**config.mk**
```make
export PLATFORM = sky130hd
export DESIGN_NAME = iqsc_front
export DESIGN_NICKNAME = d
export VERILOG_FILES = /design/src/hdl/iqsc_pkg.sv /design/src/hdl/iqsc_front.sv
export SDC_FILE = /design/constraint.sdc
export NUM_CORES = 1
export LEC_CHECK = 0
export ABC_CLOCK_PERIOD_IN_PS = 35000
export BUFFER_PORTS_ARGS = -buffer_cell sky130_fd_sc_hd__buf_4
export CORE_AREA = 2 2 290 292
export DETAILED_ROUTE_END_ITERATION = 7
export DIE_AREA = 0 0 292 294
export PLACE_DENSITY_LB_ADDON = 0.05
export SYNTH_ARGS = -nofsm -noshare
export SYNTH_HDL_FRONTEND = slang
export SYNTH_SLANG_ARGS = --single-unit
```
**constraint.sdc**
```tcl
create_clock -name clock -period 35 [get_ports clock]
set_input_delay 7 -clock clock [delete_from_list [all_inputs] [get_ports clock]]
set_output_delay 7 -clock clock [all_outputs]
set_load 0.05 [all_outputs]
```
**src/hdl/iqsc_pkg.sv**
```systemverilog
// Package with shared types and constants of the I/O queue statistics counter.
`default_nettype none
package iqsc_pkg;

   localparam int TimeWidth  = 63;
   localparam int StatWidth  = 64;
   localparam int FileWidth  = 16;
   localparam int JobsWidth  = 32;
   localparam int BytesWidth = 48;
   localparam int SelWidth   = 6;

   typedef enum logic [1:0] {
      OP_FILES  = 2'd0,
      OP_POST   = 2'd1,
      OP_FINISH = 2'd2,
      OP_READ   = 2'd3
   } opcode_type;

   localparam logic [SelWidth-1:0] SEL_FILES_PEAK = 6'd0;
   localparam logic [SelWidth-1:0] SEL_JOBS_PEAK  = 6'd1;
   localparam logic [SelWidth-1:0] SEL_BYTES_PEAK = 6'd2;
   localparam logic [SelWidth-1:0] SEL_WRITES     = 6'd3;
   localparam logic [SelWidth-1:0] SEL_BORROWED   = 6'd4;
   localparam logic [SelWidth-1:0] SEL_COPIED     = 6'd5;
   localparam logic [SelWidth-1:0] SEL_WAIT_MAX   = 6'd6;
   localparam logic [SelWidth-1:0] SEL_RUN_MAX    = 6'd7;
   localparam logic [SelWidth-1:0] SEL_FILES_MEAN = 6'd8;
   localparam logic [SelWidth-1:0] SEL_WAIT_MEAN  = 6'd9;
   localparam logic [SelWidth-1:0] SEL_RUN_MEAN   = 6'd10;
   localparam logic [SelWidth-1:0] SEL_HIST_BASE  = 6'd11;

   // One classified event, as handed from the front end to the back end.
   typedef struct packed {
      opcode_type                op;
      logic [TimeWidth-1:0]      now;
      logic [FileWidth-1:0]      files;
      logic [JobsWidth-1:0]      jobs;
      logic [BytesWidth-1:0]     bytes;
      logic [BytesWidth-1:0]     nbytes;
      logic                      nonempty;
      logic                      borrowed;
      logic [TimeWidth-1:0]      wait_ns;
      logic [TimeWidth-1:0]      run_ns;
      logic [SelWidth-1:0]       sel;
   } event_type;

   function automatic logic [StatWidth-1:0] sat_add(input logic [StatWidth-1:0] a,
                                                    input logic [StatWidth-1:0] b);
      logic [StatWidth:0] s;
      s = {1'b0, a} + {1'b0, b};
      return s[StatWidth] ? {StatWidth{1'b1}} : s[StatWidth-1:0];
   endfunction

   function automatic logic [TimeWidth-1:0] span(input logic [TimeWidth-1:0] from,
                                                 input logic [TimeWidth-1:0] to);
      return (to > from) ? to - from : '0;
   endfunction

endpackage
`default_nettype wire

```
**src/hdl/iqsc_front.sv**
```systemverilog
// Front end: accepts event words, works out time spans and queues them.
`default_nettype none
module iqsc_front (
   input  wire logic                           clock,
   input  wire logic                           reset,
   input  wire logic                           push,
   output logic                                full,
   input  wire logic [1:0]                     opcode,
   input  wire logic [iqsc_pkg::TimeWidth-1:0] now_ns,
   input  wire logic [iqsc_pkg::FileWidth-1:0] file_count,
   input  wire logic [iqsc_pkg::JobsWidth-1:0] jobs_count,
   input  wire logic [iqsc_pkg::BytesWidth-1:0] bytes_count,
   input  wire logic [iqsc_pkg::BytesWidth-1:0] request_bytes,
   input  wire logic                           borrowed,
   input  wire logic [iqsc_pkg::TimeWidth-1:0] posted_at,
   input  wire logic [iqsc_pkg::TimeWidth-1:0] started_at,
   input  wire logic [iqsc_pkg::TimeWidth-1:0] finished_at,
   input  wire logic [iqsc_pkg::SelWidth-1:0]  stat_select,
   output logic                                ev_valid,
   output iqsc_pkg::event_type                 ev_data,
   input  wire logic                           ev_take
);
   import iqsc_pkg::*;

   // Two-entry queue between the front and the back end.
   event_type  q_ff [2];
   event_type  q_in;
   logic       wr_ptr_ff, wr_ptr_in, rd_ptr_ff, rd_ptr_in;
   logic [1:0] cnt_ff, cnt_in;
   logic       do_push, do_pop;

   assign full     = (cnt_ff == 2'd2);
   assign ev_valid = (cnt_ff != 2'd0);
   assign ev_data  = q_ff[rd_ptr_ff];
   assign do_push  = push && !full;
   assign do_pop   = ev_take && ev_valid;

   always_comb begin
      q_in.op       = opcode_type'(opcode);
      q_in.now      = now_ns;
      q_in.files    = file_count;
      q_in.jobs     = jobs_count;
      q_in.bytes    = bytes_count;
      q_in.nbytes   = request_bytes;
      q_in.nonempty = (request_bytes != '0);
      q_in.borrowed = borrowed;
      q_in.wait_ns  = span(posted_at, started_at);
      q_in.run_ns   = span(started_at, finished_at);
      q_in.sel      = stat_select;
      wr_ptr_in = do_push ? ~wr_ptr_ff : wr_ptr_ff;
      rd_ptr_in = do_pop ? ~rd_ptr_ff : rd_ptr_ff;
      cnt_in    = cnt_ff + {1'b0, do_push} - {1'b0, do_pop};
   end

   always_ff @(posedge clock) begin
      if (do_push) begin
         q_ff[wr_ptr_ff] <= q_in;
      end
      if (reset) begin
         wr_ptr_ff <= 1'b0;
         rd_ptr_ff <= 1'b0;
         cnt_ff    <= 2'd0;
      end else begin
         wr_ptr_ff <= wr_ptr_in;
         rd_ptr_ff <= rd_ptr_in;
         cnt_ff    <= cnt_in;
      end
   end
endmodule
`default_nettype wire

```
==> metrics.md, run 1 <==
| Metric | Value |
|---|---|
| Outcome | `complete, no violations` |
| Synthesized netlist cell count | `~2600` |
| Average wire per standard cell | `between 20 and 25 µm` |
| Starting utilization of the core area | `40.9%` |
| Seq cells post-synth | `around 690` |
| Register-to-Register Setup Slack | `~32 ns` |
| CP most frequent cell | `sky130_fd_sc_hd__buf_4` |
| Clock tree from TritonCTS | `yes` |
| Fraction of the yosys area taken by sequential cells | `61.0%` |
| Die Height | `roughly 290 µm` |
| Total core area | `0.0829 mm²` |
| Post-detailed-route count of antenna-violating nets | `0` |
| Critical Path Max Stage Delay | `between 0.9 and 1 ns` |
| I/O Pins | `754` |
| Cell area after technology mapping | `0.0339 mm²` |
| Transition time of the tightest slew-check pin | `between 1 and 1.5 ns` |
| # Post-CTS Setup Buffers | `0` |
| Number of max-slew violations in the final report | `0` |
| Crit Path Class | `reg -> out` |
| Category of the worst setup path launch point | `flip-flop` |
| Post-synth ARST share | `0%` |
| Total setup violations reported at the end of the flow | `0` |
| Number of H-tree levels | `3` |
| Routability-driven placement congestion ratio | `~0.97` |
| Ys Warns | `0` |
| Max-cap violations | `0` |
| Number of search-and-repair iterations in the first detailed-routing pass | `5` |
| Critical-path top delay cell | `sky130_fd_sc_hd__dfxtp_4` |
| Arrival time worst endpoint | `4.01 ns` |
| Clock tree buffer depth | `3` |
| Chip Width | `292 µm` |
| Relative max-transition margin | `a little under 30%` |
| Sequence of cells on the critical path | `buf_4, buf_4, mux2_2, buf_4` |
| Cell at the root of the clock tree | `sky130_fd_sc_hd__clkbuf_16` |
| Post-synth EDFFs | `roughly 690` |
| Clock-pin transition on the worst setup and hold timing paths | `roughly 0.060 ns` |
| Post-cts repair resize count | `0` |
| Portion of the clock cycle consumed by the worst path in the final layout | `31.4%` |
| CP endpoint kind | `output port` |
| Skew final | `about 0.025 ns` |
| Standard-cell rows | `around 110` |
| Half-perimeter wire length after detailed placement | `~86000 µm` |
| # DRC | `0` |
| CP bufs+invs | `3` |
| Most frequently used flop master after synthesis | `sky130_fd_sc_hd__edfxtp_1` |
| Share of layout cells above drive strength 1 | `a little under two fifths` |
| Total grt overflow | `0` |
| Min setup slack post-route | `approximately 24 ns` |
| Final wirelength | `between 100000 and 150000 µm` |
| Most common cell after layout, fill and taps aside | `sky130_fd_sc_hd__buf_4` |
| Commonest non-fill, non-tap cells in the layout | `765 x sky130_fd_sc_hd__buf_4, 686 x sky130_fd_sc_hd__edfxtp_1, 347 x sky130_fd_sc_hd__mux2_2, 187 x sky130_fd_sc_hd__nor2_1, 185 x sky130_fd_sc_hd__a21oi_1` |
| Post-Place Setup Slack | `around 24 ns` |
| First-pass GRT wire length | `about 160000 µm` |
| CTS Buf Count | `76` |
| Net Count, Synth | `3120` |
| Largest net degree at the start of global routing | `between 100 and 150` |
| Avg Vias per Cell | `around 5.4` |
| Accumulated negative setup slack | `0 ns` |
| Time the worst path needs with I/O delays and setup | `around 11 ns` |
| Static Leak | `~17 nW` |
| Switch Pwr | `between 0.001 and 0.0015 W` |
| Relative contribution of combinational cells to total power | `about two fifths` |
| Vias in the first global route | `between 20000 and 25000` |
| Library cells used by synthesis | `77` |
| Max frequency | `just over 0.09 GHz` |
| Quantity of I/O buffers inserted on ports | `roughly 750` |
| Number of clock sinks | `691` |
| Worst IR drop on VDD | `0.0000534 V` |
| Layout Nets | `roughly 3900` |
| Family with the most delay on the worst path | `buffers and inverters` |
| Antenna violations before repair | `12` |
| Switching share of power | `around two fifths` |
| Internal | `0.00189 W` |
| Total of hold buffers inserted after clock tree synthesis | `0` |
| Data required, critical path | `about 28 ns` |
| Final hold violations | `0` |
| Part of the power in registers | `35.4%` |
| Total die area | `around 0.086 mm²` |
| Clock Latency Late Sink | `approximately 0.63 ns` |
| Area growth syn-to-layout | `26.6%` |
| DRC marker count from the first detailed-route iteration | `~1400` |
| Power Dens Cells | `72.5 mW/mm²` |
| Kind of path behind the tightest hold check | `reg -> reg` |
| Count of vias placed by the detailed router | `24197` |
| Critical path peak fanout | `70` |
| GR Util All Layers | `roughly a quarter` |
| RSZ-0062 raised after global routing | `false` |
| Clock share of power | `between 20% and 30%` |
| Post-synthesis average cell area | `between 10 and 15 µm²` |
==> worst paths after layout <==
kind                            startpoint           end  cells past startpoint
worst max-delay path             flip-flop  ev_data[127]                      4
worst max register to register   cnt_ff[0]  q_ff[1][113]                      4
worst min-delay path             rd_ptr_ff     flip-flop                      2
worst min register to register   rd_ptr_ff     flip-flop                      2
==> metrics by stage <==
step	utilization, %	area [µm²]	cells	hold slack, ns	power, W
6_report	51.8	43000	4466	0.533	0.00312
5_1_grt	51.8	43000	4462	0.567	0.00323
4_1_cts	51.8	43000	4462	0.536	0.00315
3_5_place_dp	49.0	40600	4324	0.509	0.00240
3_3_place_gp	49.0	40600	4324	0.501	0.00239
2_1_floorplan	-	33900	2581	0.481	0.00204
==> state kept, by name (all words and copies together) (netlist names), named ones only <==
signal / cells
cnt_ff: 2
q_ff: 686
rd_ptr_ff: 1
wr_ptr_ff: 1
==> kinds of logic (layout without fill, tap and decap cells) <==
logic type                 count (synthesis)  after routing  synth area share (%)
xor gates and xnor gates                 101            101                  2.61
DFF                                      691            691                  61.0
muxes                                    348            348                  11.5
adders and majority gates                130            130                  4.84
and+or+nand+nor                          537            537                  7.49
AOI/OAI and AO/OA                        499            499                  9.25
other                                      0              4                     0
buffers and inverters                    275           1076                  3.25
==> tightest hold or removal path: stages, from the launching register on <==
cell and delay, ns:
sky130_fd_sc_hd__dfxtp_1 0.33, sky130_fd_sc_hd__xnor2_1 0.09, sky130_fd_sc_hd__nor2_1 0.08
==> layout make-up <==
cell class	instances	area (µm²)
tap	1080	1350
clock buffer	101	2050
sequential	691	20700
multi-input combinational	1615	12100
clock inverter	37	278
fill	7304	39900
inverter	171	642
antenna	4	10.0
timing repair buffer	767	5780
==> synthesized netlist by cell type (6+ instances only) <==
cell | instances | share of area [%]
sky130_fd_sc_hd__a21boi_0 | 6 | 0.13
sky130_fd_sc_hd__buf_6 | 6 | 0.20
sky130_fd_sc_hd__nand4_1 | 49 | 0.90
sky130_fd_sc_hd__nand3_1 | 25 | 0.37
sky130_fd_sc_hd__o21ai_0 | 95 | 1.4
sky130_fd_sc_hd__buf_2 | 19 | 0.28
sky130_fd_sc_hd__clkbuf_1 | 77 | 0.85
sky130_fd_sc_hd__a21oi_1 | 185 | 2.7
sky130_fd_sc_hd__nor3b_1 | 8 | 0.18
sky130_fd_sc_hd__nor4_1 | 18 | 0.33
sky130_fd_sc_hd__a21o_1 | 58 | 1.3
sky130_fd_sc_hd__nand2b_1 | 15 | 0.28
sky130_fd_sc_hd__xnor2_1 | 61 | 1.6
sky130_fd_sc_hd__o21a_1 | 18 | 0.40
sky130_fd_sc_hd__mux2_2 | 347 | 12
sky130_fd_sc_hd__o211ai_1 | 10 | 0.22
sky130_fd_sc_hd__o21ai_1 | 9 | 0.13
sky130_fd_sc_hd__ha_1 | 128 | 4.7
sky130_fd_sc_hd__nor2_1 | 188 | 2.1
sky130_fd_sc_hd__inv_1 | 171 | 1.9
sky130_fd_sc_hd__and2_1 | 6 | 0.11
sky130_fd_sc_hd__o2111ai_1 | 6 | 0.15
sky130_fd_sc_hd__nand2_1 | 128 | 1.4
sky130_fd_sc_hd__o31ai_1 | 14 | 0.31
sky130_fd_sc_hd__xor2_1 | 40 | 1.0
sky130_fd_sc_hd__and3_1 | 14 | 0.26
sky130_fd_sc_hd__nor2b_1 | 16 | 0.30
sky130_fd_sc_hd__edfxtp_1 | 686 | 61
sky130_fd_sc_hd__a211oi_1 | 8 | 0.18
sky130_fd_sc_hd__o21bai_1 | 33 | 0.73
sky130_fd_sc_hd__nor3_1 | 46 | 0.68
sky130_fd_sc_hd__a31oi_1 | 10 | 0.18
==> power groups by stage <==
stage               sequential, W  clock [W]  combinational [W]
floorplan                 0.00117          0           0.000871
global placement          0.00111          0            0.00127
detailed placement        0.00112          0            0.00127
CTS                       0.00111   0.000769            0.00128
global route              0.00112   0.000798            0.00132
finish                    0.00110   0.000750            0.00126
==> routing by layer <==
metal	vias up	global-route usage, %	part of all wire [%]
met1	12074	32.7	42
met2	783	43.2	50
met3	151	5.03	5.9
met5	-	0	0.12
li1	11167	-	-
met4	22	5.71	2.0
No activity file was read; power rests on OpenSTA's default activity.
==> inputs of run 2 (changes only) <==
Settings changed: ABC_AREA from default to 1, ABC_CLOCK_PERIOD_IN_PS 35000 to 9100, CORE_AREA 2 2 290 292 to 2 2 291 293, DIE_AREA 0 0 292 294 to 0 0 293 295.
Clock period 35 ns to 9.1 ns, I/O delays scaled along.
==> run 2 against run 1 <==
Power grew to 3.9 times the previous value. Critical path depth fell by 1. Critical path type unchanged. First-iteration DRC count rose by 58%. Flip-flop and latch count unchanged. Setup slack got worse by 20 ns. Global-route usage up 3.4 points. Clock power rose to 3.8 times the previous value.
==> metrics.md, run 2 <==
| Metric | Value |
|---|---|
| Outcome | `complete, no violations` |
| Number of clock sinks | `691` |
| Number of non-filler instances in the completed layout | `5775` |
| Synthesized netlist cell count | `about 3800` |
| Total setup violations reported at the end of the flow | `0` |
| Avg Vias per Cell | `between 4 and 5` |
| Library cells used by synthesis | `32` |
| Starting utilization of the core area | `between 40 and 50%` |
| Synth area leaders | `sky130_fd_sc_hd__edfxtp_1 55%, sky130_fd_sc_hd__nand2_1 12%, sky130_fd_sc_hd__mux2_2 10%` |
| Post-cts repair resize count | `0` |
| Quantity of I/O buffers inserted on ports | `~750` |
| Share of layout cells above drive strength 1 | `27.6%` |
| # DRC | `0` |
| Static Leak | `21.5 nW` |
| Dominant cell type by area after synthesis | `sky130_fd_sc_hd__edfxtp_1` |
| Count of vias placed by the detailed router | `~29000` |
| Kind of path behind the tightest hold check | `reg -> reg` |
| Total of hold buffers inserted after clock tree synthesis | `0` |
| Power Dens Cells | `259 mW/mm²` |
| Time the worst path needs with I/O delays and setup | `approximately 5.2 ns` |
| Number of fillers in the final layout | `between 7000 and 8000` |
| Net Count, Synth | `around 4400` |
| First-pass GRT wire length | `around 180000 µm` |
| Half-perimeter wire length after detailed placement | `around 100000 µm` |
| R2R cell count | `5` |
| Switching share of power | `approximately two fifths` |
| Accumulated negative setup slack | `0 ns` |
| Layout Nets | `between 5000 and 6000` |
| Relative contribution of combinational cells to total power | `41.3%` |
| Worst setup path end | `ev_data[52]` |
| Clock tree buffer depth | `3` |
| Worst IR drop on VDD | `~0.0002 V` |
| Critical path peak fanout | `77` |
| Vias in the first global route | `27192` |
| Clock Latency Late Sink | `about 0.64 ns` |
| Area growth syn-to-layout | `24.3%` |
| Area taken by flip-flops and latches | `between 0.02 and 0.025 mm²` |
| # Post-CTS Setup Buffers | `0` |
| Switch Pwr | `0.00482 W` |
| Worst r2r dst | `q_ff[0][57]` |
| GR Util All Layers | `28.6%` |
| Transition time of the tightest slew-check pin | `1.12 ns` |
| Origin of the critical flop-to-flop path | `cnt_ff[1]` |
| Category of the worst setup path launch point | `flip-flop` |
| Final hold violations | `0` |
| CTS Buf Count | `between 70 and 80` |
| Portion of the clock cycle consumed by the worst path in the final layout | `a little under three fifths` |
| Cell area after technology mapping | `0.0375 mm²` |
| Share of the synthesized area in the top cell type | `54.9%` |
| Part of the power in registers | `35.3%` |
| Synth cell count leaders | `1155 x sky130_fd_sc_hd__nand2_1, 740 x sky130_fd_sc_hd__inv_1, 686 x sky130_fd_sc_hd__edfxtp_1, 343 x sky130_fd_sc_hd__mux2_2, 288 x sky130_fd_sc_hd__nor2_1` |
| Relative max-transition margin | `around 25%` |
| Leading registers by flop count | `q_ff (686), cnt_ff (2)` |
| Most common cell after layout, fill and taps aside | `sky130_fd_sc_hd__nand2_1` |
| CP endpoint kind | `output port` |
| Post-synthesis average cell area | `slightly below 10 µm²` |
| Routability-driven placement congestion ratio | `about 1.0` |
| Chip Width | `293 µm` |
| Clock-pin transition on the worst setup and hold timing paths | `approximately 0.050 ns` |
| Total core area | `between 0.08 and 0.09 mm²` |
| Clock share of power | `a little under a quarter` |
| I/O Pins | `754` |
| Most flop-heavy register | `q_ff` |
| Post-synth EDFFs | `just under 700` |
| Seq cells post-synth | `just under 700` |
| Total die area | `0.0864 mm²` |
| Register-to-Register Setup Slack | `about 6 ns` |
| Antenna violations before repair | `18` |
| Max-cap violations | `0` |
| Crit Path Class | `reg -> out` |
| Post-synth ARST share | `0%` |
| Area of the multi-input gates | `approximately 0.014 mm²` |
| Internal | `0.00726 W` |
| Most instantiated library cell after synthesis | `sky130_fd_sc_hd__nand2_1` |
| Max reg flops | `between 600 and 700` |
| Critical-path top delay cell | `sky130_fd_sc_hd__dfxtp_4` |
| Final wirelength | `128000 µm` |
| Sequence of cells on the critical path | `buf_4, mux2_2, buf_4` |
| Die Height | `slightly below 300 µm` |
| Clock tree from TritonCTS | `yes` |
| Ys Warns | `0` |
| Number of search-and-repair iterations in the first detailed-routing pass | `7` |
| Skew final | `about 0.033 ns` |
| Most frequently used flop master after synthesis | `sky130_fd_sc_hd__edfxtp_1` |
| Arrival time worst endpoint | `around 3.4 ns` |
| Average wire per standard cell | `roughly 22 µm` |
| Total grt overflow | `0` |
| Commonest non-fill, non-tap cells in the layout | `1155 x sky130_fd_sc_hd__nand2_1, 762 x sky130_fd_sc_hd__buf_4, 740 x sky130_fd_sc_hd__inv_1, 686 x sky130_fd_sc_hd__edfxtp_1, 343 x sky130_fd_sc_hd__mux2_2` |
| Placed Cells | `5639` |
| CP most frequent cell | `sky130_fd_sc_hd__buf_4` |
| Cell at the root of the clock tree | `sky130_fd_sc_hd__clkbuf_16` |
| Max frequency | `0.192 GHz` |
| DRC marker count from the first detailed-route iteration | `2258` |
| Standard-cell rows | `between 100 and 150` |
| Post-detailed-route count of antenna-violating nets | `0` |
| Number of H-tree levels | `3` |
| Data required, critical path | `7.28 ns` |
| Fraction of the yosys area taken by sequential cells | `between 50 and 60%` |
| Worst hold slack | `0.470 ns` |
| Largest net degree at the start of global routing | `~150` |
| Number of max-slew violations in the final report | `0` |
| Critical Path Max Stage Delay | `1.06 ns` |
| RSZ-0062 raised after global routing | `false` |
[run 2: logic make-up (layout without fill, tap and decap cells)]
group	Yosys count	in the layout	share of synthesized area, %
compound gates	113	113	1.57
xor+xnor	74	74	1.73
fa+ha+maj	130	130	4.38
buf+inv	791	1635	8.24
flops	691	691	55.2
mux	343	343	10.3
other cells	0	7	0
simple gates	1702	1702	18.6
[run 2: how the worst min path moves through the flow]
stage                     depth (start not counted)  slack (ns)  startpoint         to
after floorplan                                   2        0.45   rd_ptr_ff  flip-flop
after CTS                                         2        0.47   rd_ptr_ff  flip-flop
final                                             2        0.47   rd_ptr_ff  flip-flop
after global routing                              2        0.50   rd_ptr_ff  flip-flop
after detailed placement                          2        0.46   rd_ptr_ff  flip-flop
after global placement                            2        0.46   rd_ptr_ff  flip-flop
[run 2: per-stage QoR]
stage	util, %	power [W]	area (µm²)	setup WS [ns]
2_1_floorplan	-	0.00786	37500	-2.38
4_1_cts	56.1	0.0122	46600	3.83
5_1_grt	56.1	0.0125	46600	3.71
6_report	56.1	0.0121	46600	3.91
3_3_place_gp	53.3	0.00934	44400	4.33
3_5_place_dp	53.3	0.00935	44400	4.30
[run 2: final cells by class]
type	count	share of cell area, %
flip-flops and latches	691	44.4
multi-input cells	2362	29.5
inverters	741	5.96
clock inverters	30	0.612
well taps	1080	2.90
diodes	7	0.0376
clock buffers	99	4.26
repair buffers	765	12.4
[run 2: power groups by stage]
stage	clock [W]	sequential [W]	combinational [W]
2_1_floorplan	0	0.00442	0.00344
3_3_place_gp	0	0.00432	0.00502
3_5_place_dp	0	0.00433	0.00502
4_1_cts	0.00288	0.00427	0.00503
5_1_grt	0.00301	0.00431	0.00521
6_report	0.00283	0.00427	0.00499
[run 2: critical path, delay by kind of cell (launching register included)]
family / cells / cell delay (ns)
flip-flops: 1 / 1.06
multiplexers: 1 / 0.44
buffers and inverters: 2 / 1.13
[run 2: routing by layer]
layer / part of all wire [%] / routed length [µm] / track usage [%] / up-vias
met5: 0.10 / 130 / 0 / -
met4: 2.0 / 2510 / 6.88 / 20
met3: 8.3 / 10600 / 7.41 / 159
met2: 49 / 62400 / 49.5 / 1014
met1: 41 / 51800 / 35.6 / 13371
li1: - / - / - / 13970
==> inputs of run 3 (changes only) <==
Settings changed: ABC_CLOCK_PERIOD_IN_PS 9100 to 4400.
Clock period 9.1 ns to 4.4 ns, I/O delays scaled along.
==> run 3 against run 2 <==
Die area stayed put. Combinational power is 110% higher. Wire length is 1.9% higher. Largest power group unchanged. Power is 110% higher. Design area is 0.71% higher. Sequential share of layout area is 0.31 points lower. First-iteration DRC count is 7.1% lower.
==> metrics.md, run 3 (synthesized netlist as in run 2, its figures left out) <==
| Metric | Value |
|---|---|
| Outcome | `complete, no violations` |
| Category of the worst setup path launch point | `flip-flop` |
| Data required, critical path | `3.52 ns` |
| Share of layout cells above drive strength 1 | `roughly 28%` |
| Total of hold buffers inserted after clock tree synthesis | `0` |
| Clock-pin transition on the worst setup and hold timing paths | `~0.060 ns` |
| Commonest non-fill, non-tap cells in the layout | `1155 x sky130_fd_sc_hd__nand2_1, 769 x sky130_fd_sc_hd__buf_4, 740 x sky130_fd_sc_hd__inv_1, 686 x sky130_fd_sc_hd__edfxtp_1, 343 x sky130_fd_sc_hd__mux2_2` |
| Area of all placed cells without fillers | `about 0.047 mm²` |
| Layout Nets | `between 5000 and 6000` |
| Cell at the root of the clock tree | `sky130_fd_sc_hd__clkbuf_16` |
| Max-cap violations | `0` |
| Worst hold slack | `between 0.4 and 0.5 ns` |
| Max frequency | `between 0.2 and 0.3 GHz` |
| Half-perimeter wire length after detailed placement | `roughly 110000 µm` |
| # Post-CTS Setup Buffers | `0` |
| Final wirelength | `~130000 µm` |
| Accumulated negative setup slack | `0 ns` |
| Number of H-tree levels | `3` |
| First-pass GRT wire length | `about 180000 µm` |
| Routability-driven placement congestion ratio | `about 1.0` |
| Critical path peak fanout | `44` |
| Portion of the clock cycle consumed by the worst path in the final layout | `between 70 and 80%` |
| Clock tree buffer depth | `3` |
| Arrival time worst endpoint | `between 2 and 2.5 ns` |
| Static Leak | `about 22 nW` |
| CP endpoint kind | `output port` |
| Clock tree from TritonCTS | `yes` |
| Relative max-transition margin | `between 30 and 40%` |
| Crit Path Class | `reg -> out` |
| Area growth syn-to-layout | `25.2%` |
| Time the worst path needs with I/O delays and setup | `3.35 ns` |
| Antenna violations before repair | `9` |
| Number of clock sinks | `approximately 690` |
| Number of max-slew violations in the final report | `0` |
| Most flop-heavy register | `q_ff` |
| Total die area | `roughly 0.086 mm²` |
| Final Util | `between 50% and 60%` |
| Chip Width | `between 200 and 300 µm` |
| Standard-cell rows | `between 100 and 150` |
| CTS Buf Count | `75` |
| Quantity of I/O buffers inserted on ports | `approximately 750` |
| Power Dens Cells | `approximately 540 mW/mm²` |
| Total grt overflow | `0` |
| Max reg flops | `a little under 700` |
| Leading registers by flop count | `q_ff (686), cnt_ff (2)` |
| Average wire per standard cell | `roughly 22 µm` |
| Placed inst area | `about 0.045 mm²` |
| Transition time of the tightest slew-check pin | `about 0.90 ns` |
| Most common cell after layout, fill and taps aside | `sky130_fd_sc_hd__nand2_1` |
| Final hold violations | `0` |
| DRC marker count from the first detailed-route iteration | `about 2100` |
| I/O Pins | `754` |
| Worst IR drop on VDD | `0.000454 V` |
| Kind of path behind the tightest hold check | `in -> reg` |
| Die Height | `295 µm` |
| Clock Latency Late Sink | `approximately 0.62 ns` |
| RSZ-0062 raised after global routing | `false` |
| Skew final | `slightly below 0.03 ns` |
| Starting utilization of the core area | `~45%` |
| Vias in the first global route | `~28000` |
| Count of vias placed by the detailed router | `around 29000` |
| Largest net degree at the start of global routing | `~140` |
| Number of search-and-repair iterations in the first detailed-routing pass | `6` |
| Total core area | `0.0832 mm²` |
| Avg Vias per Cell | `between 4 and 5` |
| Post-cts repair resize count | `0` |
| GR Util All Layers | `29.3%` |
| Total setup violations reported at the end of the flow | `0` |
| Post-detailed-route count of antenna-violating nets | `0` |
| # DRC | `0` |
## run 3: changes by cell type in the layout (fill, tap and decap cells not counted)
cell,previous run,this run
sky130_fd_sc_hd__clkbuf_1,23,12
sky130_fd_sc_hd__bufinv_16,1,5
sky130_fd_sc_hd__diode_2,7,5
sky130_fd_sc_hd__o21ai_0,12,11
sky130_fd_sc_hd__buf_12,3,9
sky130_fd_sc_hd__o21ai_4,0,1
sky130_fd_sc_hd__clkinv_2,7,14
sky130_fd_sc_hd__clkinv_4,1,2
sky130_fd_sc_hd__clkinv_1,15,23
sky130_fd_sc_hd__buf_4,762,769
## run 3: worst max-delay path, cell delays in order, from the launching register on
cell	delay, ns
sky130_fd_sc_hd__dfxtp_4	0.59
sky130_fd_sc_hd__buf_4	0.60
sky130_fd_sc_hd__mux2_2	0.42
sky130_fd_sc_hd__buf_4	0.19
## run 3: path summary, 6_finish.rpt
check	startpoint	slack, ns	endpoint	cells after the start
worst min-delay path	bytes_count[35]	0.43	q_ff[1][217]	1
worst max-delay path	flip-flop	1.05	ev_data[198]	3
worst min register to register	rd_ptr_ff	0.48	flip-flop	2
worst max register to register	cnt_ff[0]	2.35	q_ff[1][330]	3
## run 3: cell type report
type	instances	area (µm²)
Sequential cell	691	20700
Antenna cell	5	12.5
Timing Repair Buffer	778	5950
Multi-Input combinational cell	2362	13700
Clock buffer	88	1950
Clock inverter	50	479
Tap cell	1080	1350
Fill cell	7439	36200
Inverter	741	2780
## run 3: layer usage
| layer | wire (µm) | up-vias | global-route usage (%) |
|---|---|---|---|
| met1 | 55200 | 13674 | 38.2 |
| met3 | 9080 | 133 | 6.11 |
| met2 | 63000 | 886 | 49.8 |
| li1 | - | 14017 | - |
| met5 | 68 | - | 0 |
| met4 | 2620 | 10 | 7.24 |
## run 3: through the flow
step / instances / setup slack (ns) / power [W]
3_5_place_dp: 5652 / 0.783 / 0.0194
2_1_floorplan: 3844 / -2.07 / 0.0161
5_1_grt: 5794 / 0.943 / 0.0264
4_1_cts: 5790 / 0.995 / 0.0256
6_report: 5795 / 1.05 / 0.0254
3_3_place_gp: 5652 / 0.784 / 0.0194
## run 3: power by group
group	total [W]	leakage [nW]	internal (W)	switching, W
logic	0.0105	13.9	0.00323	0.00726
clock network	0.00615	1.19	0.00351	0.00263
registers	0.00876	6.51	0.00854	0.000227
total	0.0254	21.6	0.0153	0.0101
